==> src/rtl/rdc_pkg.sv <==
// ----------------------------------------------------------------------------
// Range distinct count package
// Item and result types, command and status structs, state encoding.
// ----------------------------------------------------------------------------
package rdc_pkg;

  // Default store depths
  localparam int LENGTH_DEF = 1024;
  localparam int VALUES_DEF = 1024;

  // Fixed field widths
  localparam int INDEX_W = 11;
  localparam int VALUE_W = 10;
  localparam int COUNT_W = 11;

  // Operation codes
  localparam logic OP_LOAD  = 1'b0;
  localparam logic OP_QUERY = 1'b1;

  typedef struct packed {
    logic               op;
    logic [INDEX_W-1:0] index;
    logic [VALUE_W-1:0] value;
    logic [INDEX_W-1:0] range_left;
    logic [INDEX_W-1:0] range_right;
  } item_t;

  typedef struct packed {
    logic [COUNT_W-1:0] distinct_count;
    logic               range_error;
  } result_t;

  // Occurrence count update kinds
  typedef enum logic [1:0] {
    CNT_NONE = 2'd0,
    CNT_STEP = 2'd1,
    CNT_DEC  = 2'd2,
    CNT_INC  = 2'd3
  } cnt_op_e;

  typedef enum logic [3:0] {
    ST_CLEAR,
    ST_IDLE,
    ST_SEEK,
    ST_LOOK,
    ST_UPDATE,
    ST_LD_READ,
    ST_LD_LOOK,
    ST_LD_DEC,
    ST_LD_LOOKNEW,
    ST_LD_INC,
    ST_LD_STORE
  } state_e;

  // Controller to datapath
  typedef struct packed {
    logic    clear;        // zero one entry of each store
    logic    latch;        // capture the accepted item
    logic    step;         // take one window edge step, read its element
    logic    elem_rd_load; // read the element at the load position
    logic    cnt_rd_elem;  // read the count of the element just read
    logic    cnt_rd_new;   // read the count of the load value
    cnt_op_e cnt_op;       // write back the count just read
    logic    elem_wr;      // write the load value into the element store
    logic    result;       // issue the distinct total
    logic    result_err;   // issue a range error
  } ctrl_cmd_t;

  // Datapath to controller
  typedef struct packed {
    logic clear_last;
    logic is_query;
    logic query_err;
    logic load_ok;
    logic load_in_window;
    logic has_move;
  } dp_status_t;

endpackage

==> src/rtl/rdc_ctrl.sv <==
// ----------------------------------------------------------------------------
// Range distinct count controller
// Sequences the clearing pass, window steps and element loads.
// ----------------------------------------------------------------------------
module rdc_ctrl (
  input  logic               clk_i,
  input  logic               rst_ni,
  input  logic               start_i,
  input  rdc_pkg::dp_status_t status_i,
  output rdc_pkg::ctrl_cmd_t  cmd_o,
  output logic               busy_o
);

  rdc_pkg::state_e state_q, state_d;

  // State register
  always_ff @(posedge clk_i or negedge rst_ni) begin
    if (!rst_ni) begin
      state_q <= rdc_pkg::ST_CLEAR;
    end else begin
      state_q <= state_d;
    end
  end

  // Next state
  always_comb begin
    state_d = state_q;
    unique case (state_q)
      rdc_pkg::ST_CLEAR: begin
        if (status_i.clear_last) state_d = rdc_pkg::ST_IDLE;
      end
      rdc_pkg::ST_IDLE: begin
        if (start_i) begin
          if (status_i.is_query) begin
            if (!status_i.query_err) state_d = rdc_pkg::ST_SEEK;
          end else if (status_i.load_ok) begin
            state_d = status_i.load_in_window ? rdc_pkg::ST_LD_READ : rdc_pkg::ST_LD_STORE;
          end
        end
      end
      rdc_pkg::ST_SEEK: begin
        state_d = status_i.has_move ? rdc_pkg::ST_LOOK : rdc_pkg::ST_IDLE;
      end
      rdc_pkg::ST_LOOK:       state_d = rdc_pkg::ST_UPDATE;
      rdc_pkg::ST_UPDATE:     state_d = rdc_pkg::ST_SEEK;
      rdc_pkg::ST_LD_READ:    state_d = rdc_pkg::ST_LD_LOOK;
      rdc_pkg::ST_LD_LOOK:    state_d = rdc_pkg::ST_LD_DEC;
      rdc_pkg::ST_LD_DEC:     state_d = rdc_pkg::ST_LD_LOOKNEW;
      rdc_pkg::ST_LD_LOOKNEW: state_d = rdc_pkg::ST_LD_INC;
      rdc_pkg::ST_LD_INC:     state_d = rdc_pkg::ST_IDLE;
      rdc_pkg::ST_LD_STORE:   state_d = rdc_pkg::ST_IDLE;
      default:                state_d = rdc_pkg::ST_IDLE;
    endcase
  end

  // Commands per state
  always_comb begin
    cmd_o  = '0;
    busy_o = (state_q != rdc_pkg::ST_IDLE);
    unique case (state_q)
      rdc_pkg::ST_CLEAR: cmd_o.clear = 1'b1;
      rdc_pkg::ST_IDLE: begin
        if (start_i) begin
          cmd_o.latch      = 1'b1;
          cmd_o.result_err = status_i.is_query && status_i.query_err;
        end
      end
      rdc_pkg::ST_SEEK: begin
        cmd_o.step   = status_i.has_move;
        cmd_o.result = !status_i.has_move;
      end
      rdc_pkg::ST_LOOK:       cmd_o.cnt_rd_elem  = 1'b1;
      rdc_pkg::ST_UPDATE:     cmd_o.cnt_op       = rdc_pkg::CNT_STEP;
      rdc_pkg::ST_LD_READ:    cmd_o.elem_rd_load = 1'b1;
      rdc_pkg::ST_LD_LOOK:    cmd_o.cnt_rd_elem  = 1'b1;
      rdc_pkg::ST_LD_DEC:     cmd_o.cnt_op       = rdc_pkg::CNT_DEC;
      rdc_pkg::ST_LD_LOOKNEW: cmd_o.cnt_rd_new   = 1'b1;
      rdc_pkg::ST_LD_INC: begin
        cmd_o.cnt_op  = rdc_pkg::CNT_INC;
        cmd_o.elem_wr = 1'b1;
      end
      rdc_pkg::ST_LD_STORE:   cmd_o.elem_wr      = 1'b1;
      default:                cmd_o              = '0;
    endcase
  end

endmodule

==> config.mk <==
export PLATFORM = sky130hd
export DESIGN_NAME = rdc_ctrl
export DESIGN_NICKNAME = d
export VERILOG_FILES = /design/src/rtl/rdc_pkg.sv /design/src/rtl/rdc_ctrl.sv
export SDC_FILE = /design/constraint.sdc
export NUM_CORES = 1
export LEC_CHECK = 0
export ABC_AREA = 1
export BUFFER_PORTS_ARGS = -buffer_cell sky130_fd_sc_hd__buf_2
export CAP_MARGIN = 10
export CORE_AREA = 2 2 39 41
export CTS_CLUSTER_SIZE = 40
export DETAILED_ROUTE_END_ITERATION = 6
export DIE_AREA = 0 0 41 43
export GPL_ROUTABILITY_DRIVEN = 0
export PLACE_DENSITY_LB_ADDON = 0.12
export SETUP_SLACK_MARGIN = 0.02
export SYNTH_ARGS = -nofsm -noshare
export SYNTH_HDL_FRONTEND = slang
export SYNTH_SLANG_ARGS = --single-unit
==> constraint.sdc <==
create_clock -name clk_i -period 1.7 [get_ports clk_i]
set_clock_uncertainty 0.15 [all_clocks]
set_input_delay 0 -clock clk_i [delete_from_list [all_inputs] [get_ports clk_i]]
set_output_delay 0 -clock clk_i [all_outputs]
set_load 0.01 [all_outputs]
==> flow_summary.yaml <==
status:
  status: "finished, violations left"
  violations: "hold timing"
die:
  num_rows: 14
  die_y_microns: 43
  die_w_microns: 41
  core_area_sq_mm: 0.00138
  start_util_pct: 30.3
  ios: 21
  die-area_sq_mm: 0.00176
final_layout:
  syn_to_final_growth_pct: 46.0
  nets: 106
  drive_gt1_share_pct: 42.1
  largest_reg_flops: 4
  top_register: "state_q"
  fillerInstances: 152
  reg.largest.list: "state_q (4)"
  antenna_cells: 0
pwr:
  p_int_w: 0.000439
  seqPwrFrac_pct: 21.5
  p_sw_w: 0.000485
  ir_worst_vdd_v: 0.000801
  powerDensity_mw_per_mm2: 1510
  p_leak_nw: 0.386
  p_clk_share_pct: 12.5
  p_sw_share_pct: 52.5
  combinationalPowerShare_pct: 66.1
synth:
  synthXorXnorAreaFrac_pct: 0
  synth_nets: 76
  synth.area.mux_share_pct: 0
  yosys.cell_types.count: 16
  synth-seq-cells: 4
  ys_warn_count: 0
  synth-compound-area-share_pct: 7.46
  synthAdderAreaFrac_pct: 0
  syn-cell-area_sq_um: 419
  netlist_instances: 67
  synthSimpleGateAreaFrac_pct: 56.1
  synth_top_family_by_area: "simple AND/OR/NAND/NOR gates"
  seq_area_frac_synth_pct: 23.9
  post_synth.cell_area_avg_sq_um: 6.26
timing:
  rsz0062_at_grt: "false"
  hold-worst-slack_ns: -0.00653
  hold_violations: 1
  setup_violations: 0
  relSlewSlack_pct: 76.9
  period_needed_ns: 1.49
  worst-slew-pin-transition_ns: 0.345
  setup_tns_ns: 0
  fmax_mhz: 670
  period_share_pct: 87.8
  final_max_slew_viol_count: 0
drt:
  wire_per_inst_microns: 8.86
  dr_total_vias: 494
  first_pass_iters: 4
  routed_via_density: 4.45
  drt_iter0_drc: 11
  ant_nets: 0
  wirelength_microns: 983
  drc: 0
global_routing:
  use_met1_pct: 18.8
  grt_util_met2_pct: 21.3
  grt_pass1_vias: 434
  antenna_found_initial: 0
  top_usage_layer: "met2"
  grt_pass1_wl_microns: 1690
  grt.total_usage_pct: 13.9
  grt_max_degree: 7
  grtUsageMet3_pct: 3.14
  overflow: 0
min_path:
  min_from: "start_i"
  hold_path.class: "input pin to register"
clocking:
  cts_buffer_depth: 2
  h-tree-depth: 1
  cts_root_buf: "clkbuf_4"
  cts_made_buffers: 3
  clock_latency_ns: 0.23
  post_cts_buffers: 0
  cts_tree: "built"
  clk_pin_slew_ns: 0.04
  cts.sinks: 4
placed_design:
  portBuffers: 20
  dpl.hpwl_microns: 837
critical_path:
  critPathSlowestCell: "dfrtp_1"
  cp.arrival_ns: 1.34
  critical-path-max-stage-delay_ns: 0.46
  cp.required_ns: 1.55
  worstSetupStartpoint: "state_q[1]"
  worst-path-max-fanout: 5
  cp_cell_sequence: "inv_2, nor2_2, inv_1, nor3_1, buf_2"
  worstReg2RegStart: "state_q[0]"
  critical_path_class: "register to primary output"
  critPathLaunchType: "register"
  critPathCaptureType: "primary output"
run:
  cap_violations: 0
final timing paths:
| path | to | slack [ns] | depth (start not counted) |
|---|---|---|---|
| hold / removal | state_q[0] | -0.007 | 4 |
| setup reg to reg | state_q[1] | 0.25 | 4 |
| setup / recovery | cmd_o[1] | 0.21 | 5 |
| hold reg to reg | state_q[2] | 0.57 | 3 |
| min in group asynchronous | state_q[2] | 0.51 | 3 |
| max in group asynchronous | state_q[1] | 0.73 | 3 |
placed cells by master, fill, tap and decap left out, drive strengths merged:
master | netlist | routed
nand3 | 6 | 6
dfrtp | 4 | 4
nand2 | 20 | 20
nor3 | 3 | 3
buf | 0 | 20
clkbuf | 0 | 3
nor2 | 15 | 15
nand4 | 1 | 1
o21ai | 2 | 2
a21oi | 2 | 2
dlygate4sd3 | 0 | 5
inv | 14 | 14
repair_timing:
| item | 4_1_cts | 5_1_grt |
|---|---|---|
| hold buffers | 5 | 0 |
| resized for setup | 0 | 0 |
| hold endpoints to repair | 7 | 0 |
layer usage:
layer | vias up | routed length, microns
met3 | 0 | 60
met1 | 215 | 452
met5 | - | 0
li1 | 263 | -
met2 | 16 | 469
met4 | 0 | 0
metrics by stage:
| step | instance area (sq um) | power (W) | utilization (%) | cells | setup WS, ns |
|---|---|---|---|---|---|
| 2_1_floorplan | 419 | 0.000637 | - | 67 | 0.435 |
| 3_5_place_dp | 539 | 0.000807 | 39.0 | 103 | 0.269 |
| 4_1_cts | 612 | 0.000936 | 44.2 | 111 | 0.205 |
| 5_1_grt | 612 | 0.00102 | 44.2 | 111 | 0.0896 |
| 6_report | 612 | 0.000924 | 44.2 | 111 | 0.207 |
| 3_3_place_gp | 539 | 0.000812 | 39.0 | 103 | 0.265 |
critical path, delay by kind of cell, from the launching register on:
| kind | cells | cell delay (ns) |
|---|---|---|
| buffers and inverters | 3 | 0.32 |
| flip-flops | 1 | 0.46 |
| AND/OR/NAND/NOR | 2 | 0.34 |
cells in the mapped netlist:
master    n  share of area (%)
nand2_1  16                 14
inv_1    12                 11
nor2_1    8                7.2
nand3_1   6                7.2
dfrtp_1   4                 24
nor2_2    4                6.0
nand2_2   3                4.5
nor2_4    3                8.1
inv_2     2                1.8
nor3_1    2                2.4
o21ai_2   2                4.2
a21oi_1   1                1.2
a21oi_2   1                2.1
nand2_4   1                2.7
nand4_1   1                1.5
nor3_2    1                2.4
cell families after synthesis:
| kind of cell | after synthesis |
|---|---|
| AND/OR/NAND/NOR | 45 |
| buffers and inverters | 14 |
| flip-flops | 4 |
| AO/OA/AOI/OAI | 4 |
area by class of cell:
cell class	instances	area [sq um]	share of cell area [%]
multi-input combinational	49	267	43.6
timing repair buffer	25	150	24.5
inverter	14	52.6	8.59
clock buffer	3	22.5	3.68
sequential	4	100	16.4
tap	16	20.0	3.27
power by group through the flow:
stage / clock [W] / sequential (W) / combinational, W
3_5_place_dp: 0 / 0.000199 / 0.000608
5_1_grt: 0.000127 / 0.000205 / 0.000690
6_report: 0.000115 / 0.000198 / 0.000610
3_3_place_gp: 0 / 0.000200 / 0.000612
2_1_floorplan: 0 / 0.000185 / 0.000452
4_1_cts: 0.000119 / 0.000198 / 0.000620
Power figures use the tool's default switching activity.
